--- config.mk ---
export PLATFORM = sky130hd
export DESIGN_NAME = sync_frame_capture_flat
export DESIGN_NICKNAME = d
export VERILOG_FILES = /design/src/hw/rtl/sfc_pkg.sv /design/src/hw/rtl/sfc_if.sv /design/src/hw/rtl/sfc_cell.sv /design/src/hw/rtl/sync_frame_capture.sv /design/src/flat_wrapper.sv
export SDC_FILE = /design/constraint.sdc
export NUM_CORES = 1
export LEC_CHECK = 0
export ABC_AREA = 1
export ABC_CLOCK_PERIOD_IN_PS = 40300
export BUFFER_PORTS_ARGS = -buffer_cell sky130_fd_sc_hd__buf_2
export CAP_MARGIN = 20
export CORE_MARGIN = 2
export CORE_UTILIZATION = 41
export CTS_CLUSTER_DIAMETER = 200
export DETAILED_ROUTE_END_ITERATION = 10
export GPL_TIMING_DRIVEN = 0
export PLACE_DENSITY_LB_ADDON = 0.1
export SLEW_MARGIN = 20
export SYNTH_ARGS = -nofsm -noshare
export SYNTH_HDL_FRONTEND = slang
export SYNTH_HIERARCHICAL = 1
export SYNTH_SLANG_ARGS = --single-unit
--- constraint.sdc ---
create_clock -name clk -period 40.3 [get_ports clk]
set_clock_uncertainty 0.2 [all_clocks]
set_input_delay 10.075 -clock clk [delete_from_list [all_inputs] [get_ports clk]]
set_output_delay 10.075 -clock clk [all_outputs]
set_load 0.05 [all_outputs]
--- src/hw/rtl/sfc_pkg.sv ---
`timescale 1ns / 1ps
// ----------------------------------------------------------------------------
// sfc_pkg
// shared types and constants for the sync frame capture block
// ----------------------------------------------------------------------------
package sfc_pkg;

  localparam int DATA_W            = 8;
  localparam int INDEX_W           = 6;
  localparam int COUNT_W           = 16;
  localparam int CFG_INDEX_W       = 2;

  localparam int PAYLOAD_BYTES_DEF = 40;

  typedef logic [DATA_W-1:0]      data_t;
  typedef logic [INDEX_W-1:0]     index_t;
  typedef logic [COUNT_W-1:0]     count_t;
  typedef logic [CFG_INDEX_W-1:0] cfg_index_t;

  // configuration register indexes
  localparam cfg_index_t REG_FIRST_SYNC  = 2'd0;
  localparam cfg_index_t REG_SECOND_SYNC = 2'd1;
  localparam cfg_index_t REG_END_MARKER  = 2'd2;

  // register reset values
  localparam data_t FIRST_SYNC_RST  = 8'hFF;
  localparam data_t SECOND_SYNC_RST = 8'h8A;
  localparam data_t END_MARKER_RST  = 8'h0A;

endpackage

--- src/hw/rtl/sfc_if.sv ---
`timescale 1ns / 1ps
// ----------------------------------------------------------------------------
// sfc_if
// valid/ready channels for received bytes and for frame bytes
// ----------------------------------------------------------------------------
interface sfc_in_if;
  import sfc_pkg::*;

  logic  valid;
  logic  ready;
  data_t rx_byte;

  modport source (output valid, output rx_byte, input ready);
  modport sink   (input valid, input rx_byte, output ready);
endinterface

interface sfc_out_if;
  import sfc_pkg::*;

  logic   valid;
  logic   ready;
  data_t  frame_byte;
  index_t byte_index;
  logic   last;
  count_t frame_number;

  modport source (output valid, output frame_byte, output byte_index, output last,
                  output frame_number, input ready);
  modport sink   (input valid, input frame_byte, input byte_index, input last,
                  input frame_number, output ready);
endinterface

--- src/hw/rtl/sfc_cell.sv ---
`timescale 1ns / 1ps
// ----------------------------------------------------------------------------
// sfc_cell
// one byte cell of the frame store chain, loads from its neighbor on shift
// ----------------------------------------------------------------------------
module sfc_cell (
  input  logic          clk,
  input  logic          shift,
  input  sfc_pkg::data_t din,
  output sfc_pkg::data_t dout
);
  import sfc_pkg::*;

  data_t held;

  always_ff @(posedge clk) begin
    if (shift) begin
      held <= din;
    end
  end

  assign dout = held;

endmodule

--- src/hw/rtl/sync_frame_capture.sv ---
`timescale 1ns / 1ps
// ----------------------------------------------------------------------------
// sync_frame_capture
// fixed-length frame deframer: two sync bytes, payload, end marker check
// ----------------------------------------------------------------------------
// throughput: one received byte per cycle while hunting or collecting
// a good frame is replayed as PAYLOAD_BYTES+2 output items, one per cycle when
//   the sink is ready; input is held off (ready low) for that whole replay
// latency: first header item is offered the cycle after the end marker byte
// reset (rst, synchronous): hunt for first sync, frame count 0, registers to
//   defaults; the byte chain itself is not cleared
// ----------------------------------------------------------------------------
module sync_frame_capture #(
  parameter int PAYLOAD_BYTES = sfc_pkg::PAYLOAD_BYTES_DEF
) (
  input  logic                  clk,
  input  logic                  rst,
  input  logic                  cfg_we,
  input  sfc_pkg::cfg_index_t   cfg_index,
  input  sfc_pkg::data_t        cfg_data,
  sfc_in_if.sink                rx_ch,
  sfc_out_if.source             tx_ch
);
  import sfc_pkg::*;

  localparam int CNT_W = (PAYLOAD_BYTES > 2) ? $clog2(PAYLOAD_BYTES) : 1;

  typedef enum logic [1:0] {
    ST_SEEK1,
    ST_SEEK2,
    ST_DATA,
    ST_EMIT
  } state_t;

  // configuration registers
  data_t first_sync;
  data_t second_sync;
  data_t end_marker;

  // control
  state_t           state;
  logic [CNT_W-1:0] payload_count;
  index_t           emit_index;
  count_t           good_frames;

  logic rx_fire;
  logic tx_fire;
  logic chain_shift;

  // byte chain: cell 0 takes the newest byte, last cell holds the oldest
  data_t tap [PAYLOAD_BYTES];

  assign rx_fire = rx_ch.valid & rx_ch.ready;
  assign tx_fire = tx_ch.valid & tx_ch.ready;

  // shift in while collecting, shift out once the two headers are gone
  assign chain_shift = (rx_fire && state == ST_DATA) ||
                       (tx_fire && emit_index >= index_t'(2));

  for (genvar i = 0; i < PAYLOAD_BYTES; i++) begin : g_cell
    if (i == 0) begin : g_head
      sfc_cell u_cell (
        .clk   (clk),
        .shift (chain_shift),
        .din   (rx_ch.rx_byte),
        .dout  (tap[i])
      );
    end else begin : g_body
      sfc_cell u_cell (
        .clk   (clk),
        .shift (chain_shift),
        .din   (tap[i-1]),
        .dout  (tap[i])
      );
    end
  end

  // configuration writes, unknown index ignored
  always_ff @(posedge clk) begin
    if (rst) begin
      first_sync  <= FIRST_SYNC_RST;
      second_sync <= SECOND_SYNC_RST;
      end_marker  <= END_MARKER_RST;
    end else if (cfg_we) begin
      unique case (cfg_index)
        REG_FIRST_SYNC:  first_sync  <= cfg_data;
        REG_SECOND_SYNC: second_sync <= cfg_data;
        REG_END_MARKER:  end_marker  <= cfg_data;
        default: ;
      endcase
    end
  end

  // frame sequencer
  always_ff @(posedge clk) begin
    if (rst) begin
      state         <= ST_SEEK1;
      payload_count <= '0;
      emit_index    <= '0;
      good_frames   <= '0;
    end else begin
      unique case (state)
        ST_SEEK1: begin
          if (rx_fire && rx_ch.rx_byte == first_sync) begin
            state <= ST_SEEK2;
          end
        end
        ST_SEEK2: begin
          // other bytes are ignored, no fall back to the hunt
          if (rx_fire && rx_ch.rx_byte == second_sync) begin
            state         <= ST_DATA;
            payload_count <= '0;
          end
        end
        ST_DATA: begin
          if (rx_fire) begin
            if (payload_count == CNT_W'(PAYLOAD_BYTES - 1)) begin
              payload_count <= '0;
              if (rx_ch.rx_byte == end_marker) begin
                state       <= ST_EMIT;
                emit_index  <= '0;
                good_frames <= good_frames + count_t'(1);
              end else begin
                // bad end marker, drop silently
                state <= ST_SEEK1;
              end
            end else begin
              payload_count <= payload_count + CNT_W'(1);
            end
          end
        end
        ST_EMIT: begin
          if (tx_fire) begin
            if (emit_index == index_t'(PAYLOAD_BYTES + 1)) begin
              state      <= ST_SEEK1;
              emit_index <= '0;
            end else begin
              emit_index <= emit_index + index_t'(1);
            end
          end
        end
        default: state <= ST_SEEK1;
      endcase
    end
  end

  assign rx_ch.ready = (state != ST_EMIT);

  // output item: headers first, then the oldest cell of the chain
  assign tx_ch.valid        = (state == ST_EMIT);
  assign tx_ch.frame_byte   = (emit_index == index_t'(0)) ? first_sync  :
                              (emit_index == index_t'(1)) ? second_sync :
                              tap[PAYLOAD_BYTES-1];
  assign tx_ch.byte_index   = emit_index;
  assign tx_ch.last         = (emit_index == index_t'(PAYLOAD_BYTES + 1));
  assign tx_ch.frame_number = good_frames;

endmodule

--- src/flat_wrapper.sv ---
// flat-port wrapper written by rule: the top's interface ports become plain ports
module sync_frame_capture_flat import sfc_pkg::*;
#(
  parameter int PAYLOAD_BYTES = sfc_pkg::PAYLOAD_BYTES_DEF
)
  (clk, rst, cfg_we, cfg_index, cfg_data, rx_ch_valid, rx_ch_rx_byte, rx_ch_ready, tx_ch_valid, tx_ch_frame_byte, tx_ch_byte_index, tx_ch_last, tx_ch_frame_number, tx_ch_ready);
  sfc_in_if rx_ch_i ();
  sfc_out_if tx_ch_i ();
  input  logic clk;
  input  logic rst;
  input  logic cfg_we;
  input  sfc_pkg::cfg_index_t cfg_index;
  input  sfc_pkg::data_t cfg_data;
  input wire logic [$bits(rx_ch_i.valid)-1:0] rx_ch_valid;
  input wire logic [$bits(rx_ch_i.rx_byte)-1:0] rx_ch_rx_byte;
  output wire logic [$bits(rx_ch_i.ready)-1:0] rx_ch_ready;
  output wire logic [$bits(tx_ch_i.valid)-1:0] tx_ch_valid;
  output wire logic [$bits(tx_ch_i.frame_byte)-1:0] tx_ch_frame_byte;
  output wire logic [$bits(tx_ch_i.byte_index)-1:0] tx_ch_byte_index;
  output wire logic [$bits(tx_ch_i.last)-1:0] tx_ch_last;
  output wire logic [$bits(tx_ch_i.frame_number)-1:0] tx_ch_frame_number;
  input wire logic [$bits(tx_ch_i.ready)-1:0] tx_ch_ready;
  assign rx_ch_i.valid = rx_ch_valid;
  assign rx_ch_i.rx_byte = rx_ch_rx_byte;
  assign rx_ch_ready = rx_ch_i.ready;
  assign tx_ch_valid = tx_ch_i.valid;
  assign tx_ch_frame_byte = tx_ch_i.frame_byte;
  assign tx_ch_byte_index = tx_ch_i.byte_index;
  assign tx_ch_last = tx_ch_i.last;
  assign tx_ch_frame_number = tx_ch_i.frame_number;
  assign tx_ch_i.ready = tx_ch_ready;
  sync_frame_capture #(.PAYLOAD_BYTES(PAYLOAD_BYTES)) u_core (.clk(clk), .rst(rst), .cfg_we(cfg_we), .cfg_index(cfg_index), .cfg_data(cfg_data), .rx_ch(rx_ch_i), .tx_ch(tx_ch_i));
endmodule
==> metrics.md <==
| Metric | Value |
|---|---|
| Unrepaired setup endpoints after global routing | `false` |
| Kind of start point of the critical path | `register` |
| CP Depth | `8` |
| Max cap viols | `0` |
| Distinct cell type count after synthesis | `31` |
| Worst-case vdd ir drop | `32.28 µV` |
| Least-Margin Pin Slew | `0.6284 ns` |
| Number of instances in the synthesized netlist | `802` |
| Cell row count | `64` |
| Number of DRC markers in iteration 0 | `459` |
| Starting density of the core | `0.4173` |
| Delay-heaviest family, CP | `buffers and inverters` |
| Overall die height | `180.4 µm` |
| Static leakage power | `0.005204 µW` |
| Worst setup path class | `reg2out` |
| Worst Hold Path Cells | `0` |
| Setup ws final | `27.42 ns` |
| Total wire length after detailed routing | `21450 µm` |
| First-pass GRT wire length | `34850 µm` |
| H-Tree Level Count | `2` |
| Final period demand of the worst path | `12.88 ns` |
| Routability cong. | `0.8741` |
| Drt via density | `4.881` |
| Placeable core area | `0.03059 mm²` |
| Yosys top cell by area | `sky130_fd_sc_hd__edfxtp_1` |
| Most used cells in the layout excluding fill and tap cells | `320 x sky130_fd_sc_hd__edfxtp_1, 132 x sky130_fd_sc_hd__nand2_1, 58 x sky130_fd_sc_hd__nor2_1` |
| Kind of path behind the tightest hold check | `reg2reg` |
| Initial antenna violation count | `5` |
| Setup WS pre-CTS | `27.94 ns` |
| Tightest slew margin relative to the limit | `0.5811` |
| Maximum number of buffers from clock root to sink | `3` |
| Number of nets in the finished design | `942` |
| Switching Fraction | `0.2339` |
| Clock-pin transition on the worst setup and hold timing paths | `0.06 ns` |
| Post-route antenna net violation count | `0` |
| Top-area cell type share of the netlist area | `0.7528` |
| Global-route congestion overflow total | `0` |
| Count of final max-slew check failures | `0` |
| Worst Path Arrival | `2.61 ns` |
| Cell chain of the critical path | `nor2_1, nand2_1, clkinv_1, nand2_1, buf_2, nor2_1, a31oi_1, buf_2` |
| Source-to-sink clock delay at the later pin of the worst-skew pair | `0.51 ns` |
| Reg-to-Reg Start | `u_core/state[0]` |
| Vias after detailed routing | `6535` |
| Via count of the first global-routing pass | `6469` |
| Register-to-register path setup slack | `37.51 ns` |
| Leading cell type in the layout, fill and taps excluded | `sky130_fd_sc_hd__edfxtp_1` |
| Number of clock sinks | `374` |
| Combinational cell fraction of total power | `0.100` |
| Hold Crit Start | `u_core/g_cell[22].g_body.u_cell/dout[6]` |
| Worst reg2reg endpoint | `u_core/g_cell[21].g_body.u_cell/dout[1]` |
| Fmax | `77.62 MHz` |
| Final Hold Vio Count | `0` |
| Power density cells | `59.45 mW/mm²` |
| Synthesis warning total | `6` |
| Clock tree from TritonCTS | `built` |
| Setup TNS after final layout | `0 ns` |
| Mapped Nets | `831` |
| Count of port buffers added during placement | `54` |
| Main combinational cell family by area after synthesis | `simple AND/OR/NAND/NOR gates` |
| Die X-Extent | `180.4 µm` |
| Die area | `0.03256 mm²` |
| Pint | `689.2 µW` |
| Post-Syn Area | `0.01276 mm²` |
| Boundary pin count | `56` |
| Number of detailed-route iterations in the first pass | `5` |
| Portion of total power attributed to sequential cells | `0.531` |
| Hold buffers post-CTS | `0` |
| Filler instances | `2604` |
| Total of endpoints with negative setup slack in the final report | `0` |
| Post-CTS resize count | `0` |
| Power dissipated by switching net loads | `210.4 µW` |
| Total clock buffers created by CTS | `40` |
| Compound-cell area share of the yosys netlist | `0.03156` |
| Share of synthesized cell area in full adder, half adder and majority cells | `0.005881` |
| Delay of the slowest cell on the worst path | `0.42 ns` |
| R2R cell count | `9` |
| Post-synthesis mux area share | `0` |
| Tot GR Track Use | `0.1327` |
| Detail-routed net length per standard cell | `16.02 µm` |
| Clock root buffer master | `sky130_fd_sc_hd__clkbuf_16` |
| Mean instance size in the synthesized netlist | `15.92 µm²` |
| Status | `finished, final reports clean` |
| Worst Setup End Kind | `output pin` |
| Synthesized-area fraction occupied by and/or/nand/nor cells | `0.08616` |
| Register area share after synthesis | `0.8375` |
| Critical-path cell with the highest stage delay | `sky130_fd_sc_hd__dfxtp_1` |
| Post-CTS Setup Repair Bufs | `0` |
| Pin count of the biggest net entering global routing | `30` |
| WP data required | `30.02 ns` |
| Worst Hold Path EP | `u_core/g_cell[23].g_body.u_cell/dout[6]` |
| Layout cell share with drive strength beyond 1 | `0.1457` |
| Total half-perimeter wirelength after legalization and detailed placement | `13280 µm` |
| Residual DRC count | `0` |
| Top cells by area in the synthesized netlist | `sky130_fd_sc_hd__edfxtp_1 75%, sky130_fd_sc_hd__dfxtp_1 8.5%, sky130_fd_sc_hd__nand2_1 3.9%, sky130_fd_sc_hd__nor2_1 1.7%, sky130_fd_sc_hd__inv_1 1.4%` |
| Buffers plus inverters on the worst setup path | `3` |
| Clock network power share | `0.369` |
| XOR/XNOR Fraction of Synth Area | `0.01784` |
| Area added between synthesis and finish | `18.56%` |
| Maximum fanout encountered on the critical timing path | `10` |
| Share of the clock period used by the worst path | `0.3197` |
| Number of synthesized register bits | `374` |
==> synth_stat cells <==
library cell	number
sky130_fd_sc_hd__a21o_1	2
sky130_fd_sc_hd__a21oi_1	36
sky130_fd_sc_hd__a31oi_1	10
sky130_fd_sc_hd__and2_1	1
sky130_fd_sc_hd__buf_2	2
sky130_fd_sc_hd__buf_4	1
sky130_fd_sc_hd__buf_6	1
sky130_fd_sc_hd__clkbuf_1	8
sky130_fd_sc_hd__clkinv_1	3
sky130_fd_sc_hd__dfxtp_1	54
sky130_fd_sc_hd__edfxtp_1	320
sky130_fd_sc_hd__ha_1	6
sky130_fd_sc_hd__inv_1	49
sky130_fd_sc_hd__inv_2	4
sky130_fd_sc_hd__nand2_1	132
sky130_fd_sc_hd__nand2_2	5
sky130_fd_sc_hd__nand3_1	33
sky130_fd_sc_hd__nand3b_1	1
sky130_fd_sc_hd__nand4_1	7
sky130_fd_sc_hd__nand4_4	1
sky130_fd_sc_hd__nor2_1	58
sky130_fd_sc_hd__nor2_4	2
sky130_fd_sc_hd__nor3_1	8
sky130_fd_sc_hd__nor3_2	2
sky130_fd_sc_hd__nor3_4	1
sky130_fd_sc_hd__nor4_1	2
sky130_fd_sc_hd__o211ai_1	4
sky130_fd_sc_hd__o21ai_0	22
sky130_fd_sc_hd__o21ai_1	1
sky130_fd_sc_hd__xnor2_1	10
sky130_fd_sc_hd__xor2_1	16
==> layer usage <==
layer / up-vias / GRT usage / wire length [µm]
li1: 3102 / - / -
met1: 3197 / 0.1808 / 9923
met2: 177 / 0.2052 / 9623
met3: 55 / 0.03779 / 1283
met4: 4 / 0.04645 / 598
met5: - / 0 / 24
==> logic make-up after synthesis <==
group / Yosys count
AO/OA/AOI/OAI: 75
buffers and inverters: 68
AND/OR/NAND/NOR: 253
flip-flops: 374
adder cells (fa/ha/maj): 6
XOR/XNOR: 26
==> flip-flops by register name (all words and copies together), names as in the netlist <==
signal and flops:
u_core/payload_count 6, u_core/end_marker 8, u_core/g_cell.g_body.u_cell/dout 312, u_core/tx_ch.byte_index 6, u_core/first_sync 8, u_core/tx_ch.frame_number 16, u_core/state 2, u_core/second_sync 8
u_core/g_cell.g_head.u_cell/dout 8
==> per-stage QoR <==
stage                     instance area, µm²  hold slack, ns  cells  utilization  total power (µW)
final                                  15130          0.2095   1339       0.4947             899.6
after global routing                   15130          0.2208   1336       0.4945             939.1
after CTS                              15130          0.2087   1336       0.4945             913.5
after detailed placement               13930          0.2045   1267       0.4554             576.5
after global placement                 13530          0.2033   1252       0.4423             619.1
after floorplan                        12760          0.2003    802            -             582.8
==> worst max-delay path by stage <==
| stage | startpoint | to |
|---|---|---|
| global placement | tx_ch_ready | u_core/g_cell[17].g_body.u_cell/dout[1] |
| detailed placement | u_core/tx_ch.byte_index[2] | tx_ch_frame_byte[1] |
| CTS | u_core/tx_ch.byte_index[2] | tx_ch_frame_byte[1] |
| finish | u_core/tx_ch.byte_index[2] | tx_ch_frame_byte[1] |
| global route | u_core/tx_ch.byte_index[2] | tx_ch_frame_byte[1] |
| floorplan | tx_ch_ready | u_core/g_cell[0].g_head.u_cell/dout[0] |
==> layout make-up <==
class / instances / area (µm²) / area share
Antenna cell: 3 / 7.507 / 0.0004961
Buffer: 12 / 58.81 / 0.003886
Clock buffer: 52 / 1089 / 0.07193
Clock inverter: 17 / 107.6 / 0.007110
Inverter: 56 / 210.2 / 0.01389
Multi-Input combinational cell: 360 / 1817 / 0.1200
Sequential cell: 374 / 10690 / 0.7064
Tap cell: 396 / 495.5 / 0.03274
Timing Repair Buffer: 69 / 658.1 / 0.04349
==> power by group through the flow <==
stage                     combinational [µW]  sequential (µW)  clock (µW)
after floorplan                         51.3              531           0
after global placement                  71.8              547           0
after detailed placement                91.7              485           0
after CTS                               91.3              478         344
after global routing                    98.4              481         360
final                                   89.6              478         332
Power figures use the tool's default switching activity.
